**config.mk**
```make
export PLATFORM = sky130hd
export DESIGN_NAME = obdp_ctrl
export DESIGN_NICKNAME = d
export VERILOG_FILES = /design/src/sv/obdp_pkg.sv /design/src/sv/obdp_ctrl.sv
export SDC_FILE = /design/constraint.sdc
export NUM_CORES = 1
export LEC_CHECK = 0
export BUFFER_PORTS_ARGS = -buffer_cell sky130_fd_sc_hd__clkbuf_2
export CAP_MARGIN = 25
export CORE_MARGIN = 2
export CORE_UTILIZATION = 49
export DETAILED_ROUTE_END_ITERATION = 8
export PLACE_DENSITY = 0.87
export SLEW_MARGIN = 20
export SYNTH_ARGS = -nofsm -noshare
export SYNTH_HDL_FRONTEND = slang
export SYNTH_SLANG_ARGS = --single-unit
```
**constraint.sdc**
```tcl
create_clock -name clk_i -period 2.6 [get_ports clk_i]
set_input_delay 0.78 -clock clk_i [delete_from_list [all_inputs] [get_ports clk_i]]
set_output_delay 0.78 -clock clk_i [all_outputs]
set_load 0.05 [all_outputs]
```
**src/sv/obdp_pkg.sv**
```systemverilog
`default_nettype none
// ----------------------------------------------------------------------------
// obdp_pkg
// shared types and codes for the order book depth pricer
// ----------------------------------------------------------------------------
package obdp_pkg;

  localparam int unsigned PriceW  = 24;
  localparam int unsigned IdW     = 32;
  localparam int unsigned QtyW    = 20;
  localparam int unsigned StampW  = 32;
  localparam int unsigned TotalW  = 27;
  localparam int unsigned AmountW = 44;

  localparam logic [1:0] KIND_AMOUNT = 2'd0;
  localparam logic [1:0] KIND_NA     = 2'd1;
  localparam logic [1:0] KIND_ERROR  = 2'd2;

  localparam logic OP_ADD    = 1'b0;
  localparam logic OP_REDUCE = 1'b1;
  localparam logic SIDE_BID  = 1'b0;
  localparam logic SIDE_ASK  = 1'b1;

  typedef struct packed {
    logic [PriceW-1:0] price;
    logic [IdW-1:0]    id;
    logic [QtyW-1:0]   rem;
  } entry_t;

  typedef struct packed {
    logic load;
    logic rd;
    logic rd_prev;
    logic ins_shift;
    logic ins_place;
    logic red_step;
    logic red_next;
    logic red_hit;
    logic pr_init;
    logic pr_mul;
    logic pr_acc;
    logic out_amt;
    logic out_na;
    logic out_err;
  } cmd_t;

  typedef struct packed {
    logic full_in;
    logic k_zero;
    logic k_end;
    logic behind;
    logic id_hit;
    logic side;
    logic at_target;
    logic reported;
    logic left_zero;
  } sts_t;

endpackage
`default_nettype wire

```
**src/sv/obdp_ctrl.sv**
```systemverilog
`default_nettype none
// ----------------------------------------------------------------------------
// obdp_ctrl
// sequencer for insert, reduce search and fill cost walk
// ----------------------------------------------------------------------------
module obdp_ctrl import obdp_pkg::*; (
  input  wire logic clk_i,
  input  wire logic rst_ni,
  input  wire logic start,
  input  wire logic op_i,
  input  wire sts_t sts_i,
  output cmd_t      cmd_o,
  output logic      busy
);

  typedef enum logic [10:0] {
    S_IDLE    = 11'b000_0000_0001,
    S_INS_RD  = 11'b000_0000_0010,
    S_INS_CHK = 11'b000_0000_0100,
    S_RED_RD  = 11'b000_0000_1000,
    S_RED_CHK = 11'b000_0001_0000,
    S_PRICE   = 11'b000_0010_0000,
    S_PR_RD   = 11'b000_0100_0000,
    S_PR_MUL  = 11'b000_1000_0000,
    S_PR_ACC  = 11'b001_0000_0000,
    S_PR_OUT  = 11'b010_0000_0000,
    S_ERR     = 11'b100_0000_0000
  } state_e;

  state_e state_q, state_d;

  assign busy = (state_q != S_IDLE);

  always_comb begin
    state_d = state_q;
    cmd_o   = '0;
    unique case (state_q)
      S_IDLE: begin
        if (start) begin
          cmd_o.load = 1'b1;
          if (op_i == OP_ADD) begin
            state_d = sts_i.full_in ? S_ERR : S_INS_RD;
          end else begin
            state_d = S_RED_RD;
          end
        end
      end
      S_INS_RD: begin
        if (sts_i.k_zero) begin
          cmd_o.ins_place = 1'b1;
          state_d = S_PRICE;
        end else begin
          cmd_o.rd      = 1'b1;
          cmd_o.rd_prev = 1'b1;
          state_d = S_INS_CHK;
        end
      end
      S_INS_CHK: begin
        if (sts_i.behind) begin
          cmd_o.ins_shift = 1'b1;
          state_d = S_INS_RD;
        end else begin
          cmd_o.ins_place = 1'b1;
          state_d = S_PRICE;
        end
      end
      S_RED_RD: begin
        if (sts_i.k_end) begin
          if (sts_i.side == SIDE_BID) begin
            cmd_o.red_next = 1'b1;
          end else begin
            state_d = S_ERR;
          end
        end else begin
          cmd_o.rd = 1'b1;
          state_d = S_RED_CHK;
        end
      end
      S_RED_CHK: begin
        if (sts_i.id_hit) begin
          cmd_o.red_hit = 1'b1;
          state_d = S_PRICE;
        end else begin
          cmd_o.red_step = 1'b1;
          state_d = S_RED_RD;
        end
      end
      S_PRICE: begin
        if (sts_i.at_target) begin
          cmd_o.pr_init = 1'b1;
          state_d = S_PR_RD;
        end else begin
          cmd_o.out_na = sts_i.reported;
          state_d = S_IDLE;
        end
      end
      S_PR_RD: begin
        if (sts_i.k_end || sts_i.left_zero) begin
          state_d = S_PR_OUT;
        end else begin
          cmd_o.rd = 1'b1;
          state_d = S_PR_MUL;
        end
      end
      S_PR_MUL: begin
        cmd_o.pr_mul = 1'b1;
        state_d = S_PR_ACC;
      end
      S_PR_ACC: begin
        cmd_o.pr_acc = 1'b1;
        state_d = S_PR_RD;
      end
      S_PR_OUT: begin
        cmd_o.out_amt = 1'b1;
        state_d = S_IDLE;
      end
      S_ERR: begin
        cmd_o.out_err = 1'b1;
        state_d = S_IDLE;
      end
      default: begin
        state_d = S_IDLE;
      end
    endcase
  end

  always_ff @(posedge clk_i or negedge rst_ni) begin
    if (!rst_ni) begin
      state_q <= S_IDLE;
    end else begin
      state_q <= state_d;
    end
  end

  a_onehot: assert property (@(posedge clk_i) disable iff (!rst_ni) $onehot(state_q))
    else $error("state not one-hot");
  a_load_idle: assert property (@(posedge clk_i) disable iff (!rst_ni)
    cmd_o.load |=> (state_q != S_IDLE))
    else $error("accepted request left idle");
  a_emit_idle: assert property (@(posedge clk_i) disable iff (!rst_ni)
    (cmd_o.out_amt || cmd_o.out_err) |=> (state_q == S_IDLE))
    else $error("result not followed by idle");

endmodule
`default_nettype wire

```
==> impl_metrics.tcl <==
set metrics [dict create \
    diodes 0 \
    holdWs_ns 0.358 \
    synth-seq-cells 11 \
    synth_top_flop_cell "dfrtp_1" \
    wirelength_um 2460 \
    postCtsHoldBufs 0 \
    grt.overflow.total 0 \
    vias 905 \
    clkTransAtPathRegs_ns 0.08 \
    r2r_slack_ns 0.78 \
    maxCapViolCount 0 \
    ys_top_cells_by_area "dfrtp_1 29%, nor4_4 4.9%, nor3_1 4.6%, nor2_1 3.5%, dfstp_2 3.0%" \
    cts_buffers 3 \
    final_net_count 149 \
    finalCriticalPeriod_ns 2.66 \
    fp-row-count 15 \
    die_y_um 45.9 \
    synth_compound_area_share_pct 12.5 \
    htree_levels 1 \
    syn_area_sq_um 862 \
    drtAntennaViolNets 0 \
    synth_edf_count 0 \
    synth_top_area_share_pct 29.0 \
    drc_errors 0 \
    antenna_found_initial 0 \
    clk_latency_ns 0.28 \
    numClockSinks 11 \
    drtIter0Drc 5 \
    muxShareOfSynthArea_pct 0 \
    slowest_delay_ns 0.38 \
    vdd_drop_max_mv 0.687 \
    fp.dieArea_sq_um 2110 \
    worst_slew_pin_slew_ns 0.349 \
    setup_slack_ns -0.0637 \
    grt_pass1_wl_um 3620 \
    grt_setup_unrepaired "true" \
    yosysWarnings 0 \
    drive_gt1_share_pct 60.0 \
    dpl.hpwl_um 1620 \
    io_pins 28 \
    dp_slack_ns -0.179 \
    synth_xor_area_share_pct 2.03 \
    timing.rr.end "state_q[10]" \
    grtUsageTotal_pct 24.5 \
    synthAdderAreaFrac_pct 0 \
    area_growth_pct 54.7 \
    path_class "primary input to primary output" \
    setup_violations 4 \
    slew_viol_final 0 \
    post_drt_wl_per_cell_um 16.2 \
    reg2regPathDepth 6 \
    synthesis.nets 106 \
    syn_inst 93 \
    worstPathArrival_ns 1.88 \
    grt_max_degree 12 \
    clock_path_buffers 2 \
    cpMaxStageDelayCell "or3_1" \
    min_period_over_period_pct 102 \
    p_leak_uw 0.000613 \
    end_kind "primary output" \
    synth-seq-area-share_pct 32.1 \
    crit_path_start_kind "primary input" \
    synth_top_family_by_area "simple AND/OR/NAND/NOR gates" \
    ys_types 45 \
    critPathMaxFanout 2 \
    gp_congestion 0.842 \
    top_register "state_q" \
    synth_area_leader_cell "dfrtp_1" \
    core_area_sq_um 1690 \
    port_buffers 27 \
    largest_reg_flops 11 \
    routed_via_density 5.95 \
    critPathTopFamily "simple AND/OR/NAND/NOR gates" \
    min-delay-path-class "primary input to async pin" \
    cts_tree "yes" \
    grt_pass1_vias 805 \
    cp_cell_sequence "clkbuf_2, or3_1, a2111oi_4, or2_4, clkbuf_16" \
    cp.required_ns 1.82 \
    drt_first_pass_iters 4 \
    yosys.area_share.simple_pct 48.3 \
    hold_violations 0 \
    finClkSkew_ns 0.00336 \
    top_regs "state_q: 11 flops" \
    powerDensity_nw_per_um2 840 \
    slew_headroom_pct 76.1 \
    violations "negative setup slack" \
    fmax_mhz 375 \
    cts-root-buf "clkbuf_4" \
    fp.dieW_um 45.9 \
    start_util_pct 51.0 \
    crit-reg2reg-launch "state_q[6]" \
    avgSynthCellArea_sq_um 9.27 \
    status "finished with violations" \
    synth-async-reset-ratio_pct 100 \
    path_buf_inv 2 \
]
==> worst register-to-register path, delay by kind of cell (launching register included) <==
kind,cells,cell delay (ns)
buf+inv,2,0.40
flops,1,0.47
simple gates,3,0.73
compound gates,1,0.16
==> timing repair <==
| item | CTS | global route |
|---|---|---|
| cloned | 0 | 0 |
| gates resized for setup | 28 | 25 |
| pin swaps | 5 | 5 |
| setup buffers | 3 | 3 |
| endpoints found under the setup margin | 12 | 15 |
==> synthesized netlist by cell type (all sizes together) (2+ instances only) <==
library cell and n:
or3b 2, nand4 2, nor4 5, nand2b 3
nor3 11, o21a 3, dfrtp 10, or2 3
o21ai 2, nor2 8, a21oi 2, inv 6
nand3 4, and3b 2, a21o 2, or3 2
a2111oi 2, and2 2, nor3b 3, nand2 3
and4b 2, buf 3
==> report_power, final <==
group | internal (uW) | leakage, uW | total, uW | switching (uW)
clock network | 57.2 | 0.0000177 | 122 | 65.2
registers | 205 | 0.000139 | 260 | 55.0
logic | 311 | 0.000456 | 738 | 428
total | 573 | 0.000613 | 1120 | 548
==> cell type report <==
cell class	count	area [sq um]
Multi-Input combinational cell	73	658
Fill cell	111	355
Timing Repair Buffer	41	320
Sequential cell	11	284
Clock buffer	3	22.5
Inverter	6	22.5
Tap cell	17	21.3
Clock inverter	1	5.00
==> layout by cell type (no fill, tap or decap), types with 2 or more instances in the layout <==
cell type | Yosys | routed
nor3_1 | 8 | 5
nor2_1 | 8 | 5
or2_4 | 1 | 2
nand2b_1 | 2 | 2
nor3_4 | 1 | 2
nor3_2 | 2 | 4
clkbuf_2 | 0 | 14
and4b_1 | 2 | 2
or3_1 | 2 | 2
or3b_2 | 2 | 2
nor3b_2 | 0 | 2
a21oi_1 | 2 | 2
o21a_1 | 3 | 3
dfrtp_2 | 0 | 6
buf_6 | 1 | 5
and2_1 | 2 | 2
nand3_1 | 4 | 3
a21o_1 | 2 | 2
dfrtp_1 | 10 | 4
nor2_2 | 0 | 2
nor4_4 | 2 | 4
buf_4 | 0 | 18
clkbuf_4 | 0 | 3
inv_1 | 6 | 6
==> worst max-delay path by stage <==
stage,start,to,slack (ns),cells after the start
4_1_cts,state_q[2],cmd_o[7],-0.09,4
3_5_place_dp,sts_i[6],cmd_o[12],-0.18,5
3_3_place_gp,sts_i[6],cmd_o[12],-0.16,5
5_1_grt,state_q[2],cmd_o[7],-0.12,4
2_1_floorplan,state_q[5],cmd_o[13],0.01,3
6_report,sts_i[6],cmd_o[12],-0.06,5
==> stage by stage <==
| stage | cells | setup TNS, ns | total power [uW] | instance area [sq um] | util, % |
|---|---|---|---|---|---|
| after floorplan | 93 | 0 | 674 | 901 | - |
| after global placement | 142 | -0.164 | 812 | 1100 | 64.9 |
| after detailed placement | 142 | -0.179 | 832 | 1100 | 64.9 |
| after CTS | 149 | -0.118 | 1040 | 1260 | 74.4 |
| after global routing | 152 | -0.461 | 1180 | 1330 | 79.0 |
| final | 152 | -0.146 | 1120 | 1330 | 79.0 |
==> logic make-up (layout without fill, tap and decap cells) <==
logic type,count (synthesis),count (layout)
AO/OA/AOI/OAI,15,15
XOR/XNOR,2,2
buffers and inverters,9,51
AND/OR/NAND/NOR,56,56
flip-flops,11,11
==> metal layers <==
| metal | vias to the layer above | GRT usage (%) | share of wire [%] |
|---|---|---|---|
| met1 | 442 | 30.5 | 42 |
| li1 | 433 | - | - |
| met4 | 0 | 7.43 | 1.7 |
| met5 | - | 0 | 0 |
| met3 | 4 | 7.14 | 3.4 |
| met2 | 26 | 40.6 | 53 |
(Power assumes the default switching activity.)
